[src/design/rhc_pkg.sv]
// ----------------------------------------------------------------------------
// RGB to HSV package
// Shared constants, stage record and long-division step for the converter.
// ----------------------------------------------------------------------------
package rhc_pkg;

    localparam int COMP_W      = 8;
    localparam int HUE_W       = 15;
    localparam int DIV_Q       = 12;
    localparam int DIV_W       = COMP_W + DIV_Q;
    localparam int STEPS       = 2;
    localparam int DIV_STAGES  = DIV_Q / STEPS;
    localparam int PIPE_DEPTH  = DIV_STAGES + 2;

    localparam logic [HUE_W-1:0] BASE_RED   = 15'd0;
    localparam logic [HUE_W-1:0] BASE_GREEN = 15'd7680;
    localparam logic [HUE_W-1:0] BASE_BLUE  = 15'd15360;
    localparam logic [15:0]      HUE_FULL   = 16'd23040;

    typedef struct packed {
        logic [HUE_W-1:0]  base;
        logic              neg;
        logic              undef;
        logic [COMP_W-1:0] mx;
        logic [COMP_W-1:0] delta;
        logic [DIV_W-1:0]  hx;
        logic [DIV_W-1:0]  sx;
    } t_pix;

    function automatic logic [DIV_W-1:0] div_step(input logic [DIV_W-1:0] x,
                                                  input logic [COMP_W-1:0] d);
        logic [COMP_W:0] top;
        logic            ge;
        logic [COMP_W:0] rem;
        top = {x[DIV_W-1:DIV_Q], x[DIV_Q-1]};
        ge  = (top >= {1'b0, d});
        rem = ge ? (top - {1'b0, d}) : top;
        return {rem[COMP_W-1:0], x[DIV_Q-2:0], ge};
    endfunction

    function automatic logic [DIV_W-1:0] div_stage(input logic [DIV_W-1:0] x,
                                                   input logic [COMP_W-1:0] d);
        logic [DIV_W-1:0] v;
        v = x;
        for (int s = 0; s < STEPS; s++) begin
            v = div_step(v, d);
        end
        return v;
    endfunction

endpackage

[src/design/rgb_to_hsv_converter_core.sv]
// A pixel passes through the front register, the divider stages and the output register.
// Throughput: one pixel per cycle while i_stall is low; the divider is a 6-stage pipeline
// retiring 2 quotient bits per stage for hue and saturation in parallel.
// Each stage advances when empty or when the stage after it advances.
// Reset: synchronous, active low; clears all stage valid bits.
// ----------------------------------------------------------------------------
// RGB to HSV converter core
// Pipelined conversion of 8-bit RGB pixels to hue, saturation and value.
// ----------------------------------------------------------------------------
module rgb_to_hsv_converter_core
    import rhc_pkg::*;
(
    input  logic              i_clk,
    input  logic              i_rst_n,
    input  logic              i_valid,
    output logic              o_stall,
    input  logic [COMP_W-1:0] i_red,
    input  logic [COMP_W-1:0] i_green,
    input  logic [COMP_W-1:0] i_blue,
    output logic              o_valid,
    input  logic              i_stall,
    output logic [HUE_W-1:0]  o_hue,
    output logic [COMP_W-1:0] o_saturation,
    output logic [COMP_W-1:0] o_brightness,
    output logic              o_hue_undefined
);

    logic [PIPE_DEPTH-1:0] r_vld;
    logic [PIPE_DEPTH:0]   ready;
    t_pix                  r_pix [0:DIV_STAGES];
    t_pix                  n_pix [1:DIV_STAGES];
    t_pix                  n_front;
    logic [HUE_W-1:0]      r_hue;
    logic [COMP_W-1:0]     r_sat;
    logic [COMP_W-1:0]     r_bright;
    logic                  r_undef;
    logic [HUE_W-1:0]      n_hue;

    logic              red_max;
    logic              green_max;
    logic [COMP_W-1:0] mx;
    logic [COMP_W-1:0] mn;
    logic [COMP_W-1:0] dp;
    logic [COMP_W-1:0] dq;
    logic [COMP_W:0]   dsub;
    logic [COMP_W:0]   dabs;
    logic [DIV_W-1:0]  amag;
    logic [DIV_W-1:0]  dlt;

    t_pix              fin;
    logic [DIV_Q:0]    qmag;
    logic [15:0]       hue_s;

    always_comb begin
        ready[PIPE_DEPTH] = !i_stall;
        for (int k = PIPE_DEPTH - 1; k >= 0; k--) begin
            ready[k] = !r_vld[k] || ready[k+1];
        end
    end

    assign o_stall = !ready[0];

    always_comb begin
        red_max   = (i_red >= i_green) && (i_red >= i_blue);
        green_max = !red_max && (i_green >= i_blue);
        mx = (i_red > i_green) ? i_red : i_green;
        mn = (i_red < i_green) ? i_red : i_green;
        if (i_blue > mx) begin
            mx = i_blue;
        end
        if (i_blue < mn) begin
            mn = i_blue;
        end
        if (red_max) begin
            dp = i_green;
            dq = i_blue;
            n_front.base = BASE_RED;
        end else if (green_max) begin
            dp = i_blue;
            dq = i_red;
            n_front.base = BASE_GREEN;
        end else begin
            dp = i_red;
            dq = i_green;
            n_front.base = BASE_BLUE;
        end
        dsub = {1'b0, dp} - {1'b0, dq};
        dabs = dsub[COMP_W] ? (~dsub + 1'b1) : dsub;
        amag = {{DIV_Q{1'b0}}, dabs[COMP_W-1:0]};
        n_front.neg   = dsub[COMP_W];
        n_front.mx    = mx;
        n_front.delta = mx - mn;
        n_front.undef = (mx == mn);
        dlt = {{DIV_Q{1'b0}}, n_front.delta};
        n_front.hx = (amag << 12) - (amag << 8);
        n_front.sx = (dlt << 8) - dlt;
    end

    always_comb begin
        for (int k = 1; k <= DIV_STAGES; k++) begin
            n_pix[k]    = r_pix[k-1];
            n_pix[k].hx = div_stage(r_pix[k-1].hx, r_pix[k-1].delta);
            n_pix[k].sx = div_stage(r_pix[k-1].sx, r_pix[k-1].mx);
        end
    end

    always_comb begin
        fin   = r_pix[DIV_STAGES];
        qmag  = {1'b0, fin.hx[DIV_Q-1:0]}
              + {{DIV_Q{1'b0}}, (fin.neg && (fin.hx[DIV_W-1:DIV_Q] != '0))};
        if (fin.neg) begin
            hue_s = {1'b0, fin.base} - {3'b000, qmag};
        end else begin
            hue_s = {1'b0, fin.base} + {3'b000, qmag};
        end
        if (hue_s[15]) begin
            hue_s = hue_s + HUE_FULL;
        end
        n_hue = fin.undef ? '0 : hue_s[HUE_W-1:0];
    end

    always_ff @(posedge i_clk) begin
        if (!i_rst_n) begin
            r_vld <= '0;
        end else begin
            if (ready[0]) begin
                r_vld[0] <= i_valid;
            end
            for (int k = 1; k < PIPE_DEPTH; k++) begin
                if (ready[k]) begin
                    r_vld[k] <= r_vld[k-1];
                end
            end
        end
    end

    always_ff @(posedge i_clk) begin
        if (ready[0]) begin
            r_pix[0] <= n_front;
        end
        for (int k = 1; k <= DIV_STAGES; k++) begin
            if (ready[k]) begin
                r_pix[k] <= n_pix[k];
            end
        end
        if (ready[PIPE_DEPTH-1]) begin
            r_hue    <= n_hue;
            r_sat    <= fin.undef ? '0 : fin.sx[COMP_W-1:0];
            r_bright <= fin.mx;
            r_undef  <= fin.undef;
        end
    end

    assign o_valid         = r_vld[PIPE_DEPTH-1];
    assign o_hue           = r_hue;
    assign o_saturation    = r_sat;
    assign o_brightness    = r_bright;
    assign o_hue_undefined = r_undef;

`ifndef SYNTHESIS
    a_undef_zero: assert property (@(posedge i_clk) disable iff (!i_rst_n)
        o_valid && o_hue_undefined |-> (o_hue == '0) && (o_saturation == '0))
        else $error("undefined hue with nonzero hue or saturation");

    a_hue_range: assert property (@(posedge i_clk) disable iff (!i_rst_n)
        o_valid |-> ({1'b0, o_hue} < HUE_FULL))
        else $error("hue out of range");

    a_bright_nonzero: assert property (@(posedge i_clk) disable iff (!i_rst_n)
        o_valid && !o_hue_undefined |-> (o_brightness != '0))
        else $error("defined hue with zero brightness");

    a_stall_cause: assert property (@(posedge i_clk) disable iff (!i_rst_n)
        o_stall |-> (o_valid && i_stall))
        else $error("input stalled while output side is free");
`endif

endmodule
[config.mk]
export PLATFORM = sky130hd
export DESIGN_NAME = rgb_to_hsv_converter_core
export DESIGN_NICKNAME = d
export VERILOG_FILES = /design/src/design/rhc_pkg.sv /design/src/design/rgb_to_hsv_converter_core.sv
export SDC_FILE = /design/constraint.sdc
export NUM_CORES = 1
export LEC_CHECK = 0
export BUFFER_PORTS_ARGS = -buffer_cell sky130_fd_sc_hd__buf_2
export CORE_MARGIN = 4
export CORE_UTILIZATION = 45
export DETAILED_ROUTE_END_ITERATION = 16
export SYNTH_ARGS = -nofsm -noshare
export SYNTH_HDL_FRONTEND = slang
export SYNTH_SLANG_ARGS = --single-unit
[constraint.sdc]
create_clock -name i_clk -period 14.9 [get_ports i_clk]
set_input_delay 2.235 -clock i_clk [delete_from_list [all_inputs] [get_ports i_clk]]
set_output_delay 2.235 -clock i_clk [all_outputs]
set_load 0.02 [all_outputs]
==> impl_metrics.csv, run 1 <==
group,metric,value,unit
final_layout,drive_gt1_frac,0.116,
synth,netlist_instances,2307,
place,gp_congestion,0.888,
global_routing,grt_antenna_before_repair,0,
clock_network,post-cts-setup-buffers,0,
timing,fin_crit_sh,0.610,
synth,synth_area_leaders,"edfxtp_1 45%, ha_1 13%, mux2_2 4.2%",
global_routing,grt_util_all_layers,0.161,
critical_path,crit_arrival,9.39,ns
timing,rsz0062_at_grt,"no",
critical_path,cp_slowest_stage_delay,0.60,ns
route,drt-total-wl,48100,µm
worst_hold_path,hp-class,"reg2reg",
final_layout,finalNonFillerCells,3171,
timing,setup_violations,0,
final_layout,n_antenna_cell,0,
clock_network,cts.sinks,384,
clock_network,clk_pin_slew,0.06,ns
floorplanning,die-area,59400,µm²
route,drt-pass1-iter-count,4,
synth,synth_top_cell_area_share,0.451,
global_routing,grt_max_degree,55,
route,vias,16490,
timing,skew,0.0143,ns
global_routing,grt_pass1_wl,80300,µm
critical_path,cp.depth,34,
synth,synthFlopType,"edfxtp_1",
global_routing,met3_usage,0.0204,
critical_path,r2r_cells,25,
worst_hold_path,holdPathStages,0,
clock_network,cts_buffers,42,
critical_path,cp_top_family,"compound AO/OA/AOI/OAI gates",
clock_network,post_cts_resize_count,0,
synth,ys.warnings.count,0,
critical_path,cp_common_cell,"a21o_1",
clock_network,clock_latency,0.56,ns
timing,slew_viol_final,0,
synth,syn_avg_cell_area,10.8,µm²
final_layout,final_core_util,0.502,
clock_network,cts_tree,"done",
place,portBuffers,61,
route,vias_per_cell,5.20,
global_routing,grt_overflow,0,
route,drc,0,
timing,hold_viol_final,0,
floorplanning,chipHeight,244,µm
synth,yosys-top-cells-count,"376 x edfxtp_1, 259 x ha_1, 247 x inv_1",
floorplanning,core_area,55100,µm²
timing,post-route-worst-setup-slack,5.82,ns
synth,syn-cell-area,25000,µm²
timing,finalSetupTns,0,ns
route,ant_nets,0,
clock_network,clock_path_buffers,3,
global_routing,groute.layer.met2.usage,0.293,
critical_path,end_kind,"flip-flop",
global_routing,grt_use_met1,0.199,
critical_path,crit_buf_inv,5,
floorplanning,initial_core_util,0.454,
synth,synth.most_common_cell,"edfxtp_1",
clock_network,hold_buffers,0,
critical_path,path_class,"in2reg",
critical_path,crit_required,15.20,ns
critical_path,worstSetupStartpointType,"primary input",
synth,ys_types,84,
place,dpl_worst_slack,5.32,ns
final_layout,fin_nets,2697,
synth,yosysTopAreaCell,"edfxtp_1",
clock_network,cts_max_level,2,
floorplanning,ios,62,
timing,fmax,110,MHz
route,wire_per_inst,15.2,µm
global_routing,grt.busiest_layer,"met2",
critical_path,critical-path-slowest-cell,"or4b_2",
timing,worstMarginPinSlew,1.16,ns
flow_run,drv_cap,0,
global_routing,grt_pass1_vias,16715,
floorplanning,chipWidth,244,µm
place,hpwl,37600,µm
synth,syn_nets,2615,
critical_path,cp_max_fo,9,
timing,fin_crit,9.08,ns
clock_network,root_buffer,"clkbuf_16",
synth,ys_ff_latch,384,
place,dp_cells,3093,
final_layout,area_growth,10.5,%
synth,ys_seq_area_frac,0.458,
route,detail_route.iter0.violations,728,
synth,async_reset_ff_frac,0,
outcome,status,"complete, no violations",
floorplanning,rows,86,
synth,synth-edff-count,376,
timing,relSlewSlack,0.225,
## layout make-up
cell class	count	area, µm²
clock buffers	49	1100
clock inverters	29	329
fillers	4942	27500
inverters	250	938
multi-input cells	1635	12500
flip-flops and latches	384	11500
well taps	748	936
repair buffers	76	418
## final timing paths
check / end / start / slack, ns
setup / recovery: r_pix[0][39] / i_green[0] / 5.82
hold reg to reg: r_pix[2][71] / r_pix[1][71] / 0.41
hold / removal: r_pix[2][71] / r_pix[1][71] / 0.41
setup reg to reg: r_pix[5][14] / r_pix[4][49] / 8.78
## cell usage in the layout, fill, tap and decap left out, types with 22 or more instances in the layout
master and count:
edfxtp_1 376, ha_1 259, inv_1 244, nor2_1 171, nand2_1 147, o21ai_0 140, a21oi_1 118, xnor2_1 118
mux2_2 94, nor2b_1 61, buf_2 61, a21o_1 60, xor2_1 48, clkbuf_16 43, nand2b_1 35, mux2i_1 35
nand3_1 35, nand4_1 34, o31ai_1 27, a21boi_0 22
## stage by stage
| stage | instance area [µm²] | hold WS (ns) |
|---|---|---|
| floorplan | 25000 | 0.400 |
| global placement | 26200 | 0.400 |
| detailed placement | 26200 | 0.405 |
| CTS | 27600 | 0.412 |
| global route | 27600 | 0.420 |
| finish | 27600 | 0.412 |
## kinds of logic (layout without fill, tap and decap cells)
| family | count (synthesis) | in the layout | synth area share |
|---|---|---|---|
| AOI/OAI and AO/OA | 486 | 486 | 0.123 |
| xor gates and xnor gates | 170 | 170 | 0.0612 |
| adders and majority gates | 280 | 280 | 0.146 |
| buffers and inverters | 288 | 404 | 0.0446 |
| DFF | 384 | 384 | 0.458 |
| muxes | 129 | 129 | 0.0563 |
| other | 1 | 1 | 0.000150 |
| and+or+nand+nor | 569 | 569 | 0.110 |
## routing by layer
metal  wire length (µm)  vias up
li1                   -     8447
met1              21300     7758
met2              24200      219
met3               1430       66
met4               1120        0
met5                  0        -
## flip-flops by register name, summed over array words and instances (netlist names)
register         count
o_saturation         8
o_hue_undefined      1
o_hue               15
o_brightness         8
r_vld                8
r_pix              344
Power of run 1 is not shown: default switching activity piles up to over one toggle a cycle in this logic, so the estimate is an artifact.
==> inputs of run 2 (changes only) <==
ABC_AREA = 1   (was default)
clock period = 8.28 ns   (was 14.9 ns; I/O delays follow)
==> run 2 against run 1 <==
Synthesized area rose by 0.16%. Clock skew rose by 0.011 ns. Count of clock-buffer cells in the layout did not move. Routed wire length rose by 2.6%. Sequential share of layout area fell by 0.077 points. Sequential cell count did not move. Via count rose by 7.9%. First-iteration DRC count fell by 1.6%. Critical path depth fell by 15. Global-route usage rose by 0.55 points. Core utilization rose by 0.093 points. Critical path type is now in2out.
==> impl_metrics.csv, run 2 <==
group,metric,value,unit
synth,async_reset_ff_frac,0,
timing,hold_viol_final,0,
synth,synth.most_common_cell,"nand2_1",
clock_network,post-cts-setup-buffers,0,
route,drt-pass1-iter-count,6,
clock_network,cts_buffers,42,
timing,worstMarginPinSlew,1.10,ns
final_layout,fin_area,27700,µm²
clock_network,clock_path_buffers,3,
final_layout,final_core_util,0.502,
place,gp_congestion,0.864,
critical_path,r2r_cells,18,
worst_hold_path,holdPathStages,0,
route,ant_nets,0,
clock_network,cts_tree,"done",
global_routing,groute.layer.met2.usage,0.311,
synth,syn_avg_cell_area,9.36,µm²
worst_hold_path,hp-class,"reg2reg",
critical_path,worstSetupStartpointType,"primary input",
critical_path,end_kind,"primary output",
final_layout,final_common_cell,"nand2_1",
outcome,status,"complete, no violations",
critical_path,cp_max_fo,54,
final_layout,area_growth,10.5,%
clock_network,root_buffer,"clkbuf_16",
place,hpwl,39500,µm
global_routing,met3_usage,0.0208,
final_layout,largest_reg_flops,344,
route,vias_per_cell,5.03,
timing,finalSetupTns,0,ns
floorplanning,core_area,55100,µm²
timing,relSlewSlack,0.265,
synth,netlist_instances,2676,
final_layout,n_antenna_cell,0,
floorplanning,chipWidth,244,µm
route,wire_per_inst,14.0,µm
synth,synthFlopType,"edfxtp_1",
synth,yosys-top-cells-count,"472 x nand2_1, 390 x inv_1, 376 x edfxtp_1",
final_layout,fin_nets,3062,
global_routing,grt_overflow,0,
synth,yosysTopAreaCell,"edfxtp_1",
synth,synth_top_cell_area_share,0.451,
timing,slew_viol_final,0,
route,detail_route.iter0.violations,716,
final_layout,mostFrequentLayoutCells,"471 x nand2_1, 383 x inv_1, 376 x edfxtp_1",
timing,post-route-worst-setup-slack,1.41,ns
synth,ys_ff_latch,384,
global_routing,grt_max_degree,56,
timing,fin_crit,6.87,ns
global_routing,grt_pass1_wl,83400,µm
flow_run,drv_cap,0,
critical_path,crit_arrival,5.63,ns
clock_network,post_cts_resize_count,0,
final_layout,largest-register,"r_pix",
timing,skew,0.0250,ns
route,drc,0,
timing,fin_crit_sh,0.830,
timing,setup_violations,0,
critical_path,path_class,"in2out",
floorplanning,rows,86,
timing,rsz0062_at_grt,"no",
synth,ys_seq_area_frac,0.457,
floorplanning,chipHeight,244,µm
floorplanning,die-area,59500,µm²
clock_network,clock_latency,0.56,ns
floorplanning,ios,62,
global_routing,grt_use_met1,0.198,
global_routing,grt.busiest_layer,"met2",
place,dpl_worst_slack,1.23,ns
global_routing,grt_util_all_layers,0.166,
route,vias,17786,
global_routing,grt_pass1_vias,18084,
clock_network,clk_pin_slew,0.06,ns
route,drt-total-wl,49300,µm
synth,synth_area_leaders,"edfxtp_1 45%, ha_1 13%, nand2_1 7.1%",
place,portBuffers,61,
final_layout,drive_gt1_frac,0.0905,
floorplanning,initial_core_util,0.455,
timing,fmax,146,MHz
clock_network,cts_max_level,2,
synth,ys.warnings.count,0,
clock_network,hold_buffers,0,
clock_network,cts.sinks,384,
synth,synth-edff-count,376,
critical_path,crit_required,7.04,ns
synth,syn-cell-area,25100,µm²
synth,syn_nets,2984,
global_routing,grt_antenna_before_repair,1,
place,post_dp_cell_area,26300,µm²
synth,ys_types,59,
-- run 2: cell count changes after synthesis, moves of 35 or more --
cell	change
mux2i_1	-35
inv_1	+143
nand2_1	+322
nand2b_1	-35
a21o_1	-55
o21ai_0	+36
xor2_1	+37
nand3_1	+57
mux2_2	-87
xnor2_1	-50
nor2b_1	-61
a21oi_1	+69
-- run 2: kinds of logic after synthesis --
group                      synth area share
muxes                               0.00315
DFF                                   0.457
buffers and inverters                0.0682
other                              0.000150
xor gates and xnor gates             0.0541
adders and majority gates             0.146
AOI/OAI and AO/OA                     0.111
and+or+nand+nor                       0.160
-- run 2: per-layer routing --
layer | part of all wire | up-vias
li1 | - | 9298
met1 | 0.44 | 8188
met2 | 0.50 | 224
met3 | 0.031 | 76
met4 | 0.027 | 0
met5 | 0 | -
-- run 2: layout make-up --
class                      count  area [µm²]
multi-input combinational   1847       12000
clock inverter                26         283
timing repair buffer          67         350
tap                          748         936
sequential                   384       11500
clock buffer                  49        1130
inverter                     412        1570
fill                        5068       27400
-- run 2: final timing paths --
check / start / end / slack (ns)
max: i_stall / o_stall / 1.41
min: r_pix[3][1] / r_pix[4][3] / 0.40
max reg2reg: r_vld[7] / r_pix[0][51] / 2.28
min reg2reg: r_pix[3][1] / r_pix[4][3] / 0.40
-- run 2: metrics by stage --
stage	cells	hold WS, ns
after floorplan	2676	0.400
after global placement	3458	0.400
after detailed placement	3458	0.405
after CTS	3533	0.405
after global routing	3533	0.419
final	3533	0.402
-- run 2: critical path, cell delays in order --
cell and delay [ns]:
buf_2 0.13, nand2_8 0.20, nor2_4 0.18, clkinvlp_4 0.13, nor2_4 0.13, clkinvlp_4 0.11, nor2_4 0.13, clkinvlp_4 0.07
buf_4 0.33, nor2_4 0.20, clkinvlp_4 0.08, buf_4 0.32, nor2_4 0.20, clkinvlp_4 0.08, buf_4 0.31, nor2_4 0.19
clkinvlp_4 0.86, nor2_4 0.49, buf_2 0.22
Power of run 2 is left out for the same reason.
==> inputs of run 3 (changes only) <==
ABC_AREA = 0   (was 1)
clock period = 7.2 ns   (was 8.28 ns; I/O delays follow)
==> run 3 against run 2 <==
Final area grew 0.74%. Via count is 5.7% lower. Core utilization is 0.37 points higher. Sequential share of layout area shrank 0.30 points. Non-clock buffer count rose by 40. Global-route usage fell by 0.12 points. Critical path depth grew 15. Clock skew decreased by 0.016 ns. Setup slack got worse by 0.88 ns. Hold slack gained 0.0094 ns. Count of clock-buffer cells in the layout is 2 lower. Die area fell by 0.16%. Critical path type is now in2reg. Critical endpoint is now r_pix[0][39].
==> impl_metrics.csv, run 3 (same netlist as run 1, synthesis figures left out) <==
group,metric,value,unit
clock_network,hold_buffers,0,
final_layout,fillers,4959,
place,portBuffers,61,
route,detail_route.iter0.violations,687,
floorplanning,chipWidth,244,µm
clock_network,cts_buffers,42,
critical_path,end_kind,"flip-flop",
clock_network,post-cts-setup-buffers,0,
flow_run,drv_cap,0,
final_layout,largest-register,"r_pix",
timing,fin_crit_sh,0.926,
critical_path,crit_arrival,6.96,ns
floorplanning,chipHeight,244,µm
timing,hold_viol_final,0,
clock_network,post_cts_resize_count,0,
critical_path,path_class,"in2reg",
clock_network,cts_tree,"done",
final_layout,area_growth,11.5,%
place,dp_cells,3124,
timing,relSlewSlack,0.260,
floorplanning,initial_core_util,0.454,
critical_path,cp_common_cell,"a21o_1",
global_routing,grt_pass1_wl,82400,µm
final_layout,largest_reg_flops,344,
floorplanning,ios,62,
clock_network,cts_max_level,2,
clock_network,cts.sinks,384,
route,vias,16778,
final_layout,drive_gt1_frac,0.131,
floorplanning,die-area,59400,µm²
clock_network,clk_pin_slew,0.06,ns
final_layout,mostFrequentLayoutCells,"376 x edfxtp_1, 258 x ha_1, 243 x inv_1",
critical_path,crit_required,7.50,ns
place,hpwl,38600,µm
final_layout,fin_nets,2728,
route,drt-total-wl,49400,µm
timing,fin_crit,6.67,ns
worst_hold_path,holdPathStages,0,
timing,fmax,150,MHz
critical_path,worstSetupStartpointType,"primary input",
timing,slew_viol_final,0,
floorplanning,rows,86,
clock_network,clock_path_buffers,3,
timing,rsz0062_at_grt,"no",
timing,finalSetupTns,0,ns
global_routing,grt_overflow,0,
route,drt-pass1-iter-count,5,
global_routing,grt_pass1_vias,16983,
route,drc,0,
critical_path,cp_slowest_stage_delay,0.58,ns
timing,skew,0.00882,ns
place,gp_congestion,0.896,
route,wl_met2,24500,µm
route,wl_met3,1640,µm
route,highest_layer,"met4",
route,vias_per_cell,5.24,
clock_network,clock_latency,0.55,ns
critical_path,r2r_cells,25,
final_layout,finalNonFillerCells,3201,
route,wire_per_inst,15.4,µm
global_routing,grt_util_all_layers,0.165,
critical_path,critical-path-slowest-cell,"or4b_2",
floorplanning,core_area,55100,µm²
timing,setup_violations,0,
global_routing,grt_max_degree,55,
global_routing,grt_antenna_before_repair,0,
route,wl_met1,21900,µm
outcome,status,"complete, no violations",
worst_hold_path,hp-class,"reg2reg",
clock_network,root_buffer,"clkbuf_16",
route,ant_nets,0,
final_layout,final_common_cell,"edfxtp_1",
critical_path,cp_max_fo,4,
timing,worstMarginPinSlew,1.11,ns
final_layout,n_antenna_cell,0,
run 3: cell types whose count changed in the layout (fill, tap and decap cells not counted), moves of 35 or more:
cell / previous run / this run
nand2_1: 471 / 146
inv_1: 383 / 243
mux2_2: 7 / 94
a21oi_1: 188 / 116
nor2b_1: 0 / 61
nand3_1: 92 / 35
a21o_1: 5 / 60
xnor2_1: 68 / 117
buf_4: 6 / 46
o21ai_0: 176 / 139
xor2_1: 85 / 48
mux2i_1: 0 / 35
nand2b_1: 0 / 35
run 3: path summary, 6_finish.rpt:
check	from	endpoint	slack (ns)
setup / recovery	i_green[0]	r_pix[0][39]	0.53
hold reg to reg	r_pix[1][67]	r_pix[2][67]	0.41
setup reg to reg	r_pix[1][41]	r_pix[2][35]	1.11
hold / removal	r_pix[1][67]	r_pix[2][67]	0.41
run 3: worst max-delay path: cells and delay by family:
kind            cells  cell delay (ns)
fa+ha+maj           4             1.14
compound gates     17             2.95
mux                 1             0.20
xor+xnor            2             0.24
simple gates        5             0.99
buf+inv             5             0.36
run 3: stage by stage:
stage,utilization,hold slack (ns),area (µm²),worst slack (ns)
3_5_place_dp,0.481,0.405,26500,0.0129
5_1_grt,0.506,0.416,27900,0.0780
6_report,0.506,0.411,27900,0.532
3_3_place_gp,0.481,0.400,26500,0.0824
2_1_floorplan,-,0.400,25100,0.0231
4_1_cts,0.506,0.413,27900,0.577
run 3: cell type report:
cell class	count	area [µm²]	share of cell area
timing repair buffer	107	651	0.0233
multi-input combinational	1635	12500	0.449
clock inverter	30	300	0.0108
clock buffer	47	1090	0.0391
tap	748	936	0.0336
inverter	250	938	0.0337
sequential	384	11500	0.411
run 3: layer usage:
layer | up-vias | global-route usage
li1 | 8515 | -
met1 | 7950 | 0.204
met2 | 233 | 0.300
met3 | 80 | 0.0252
met4 | 0 | 0.0474
met5 | - | 0
Power of run 3 is left out for the same reason.
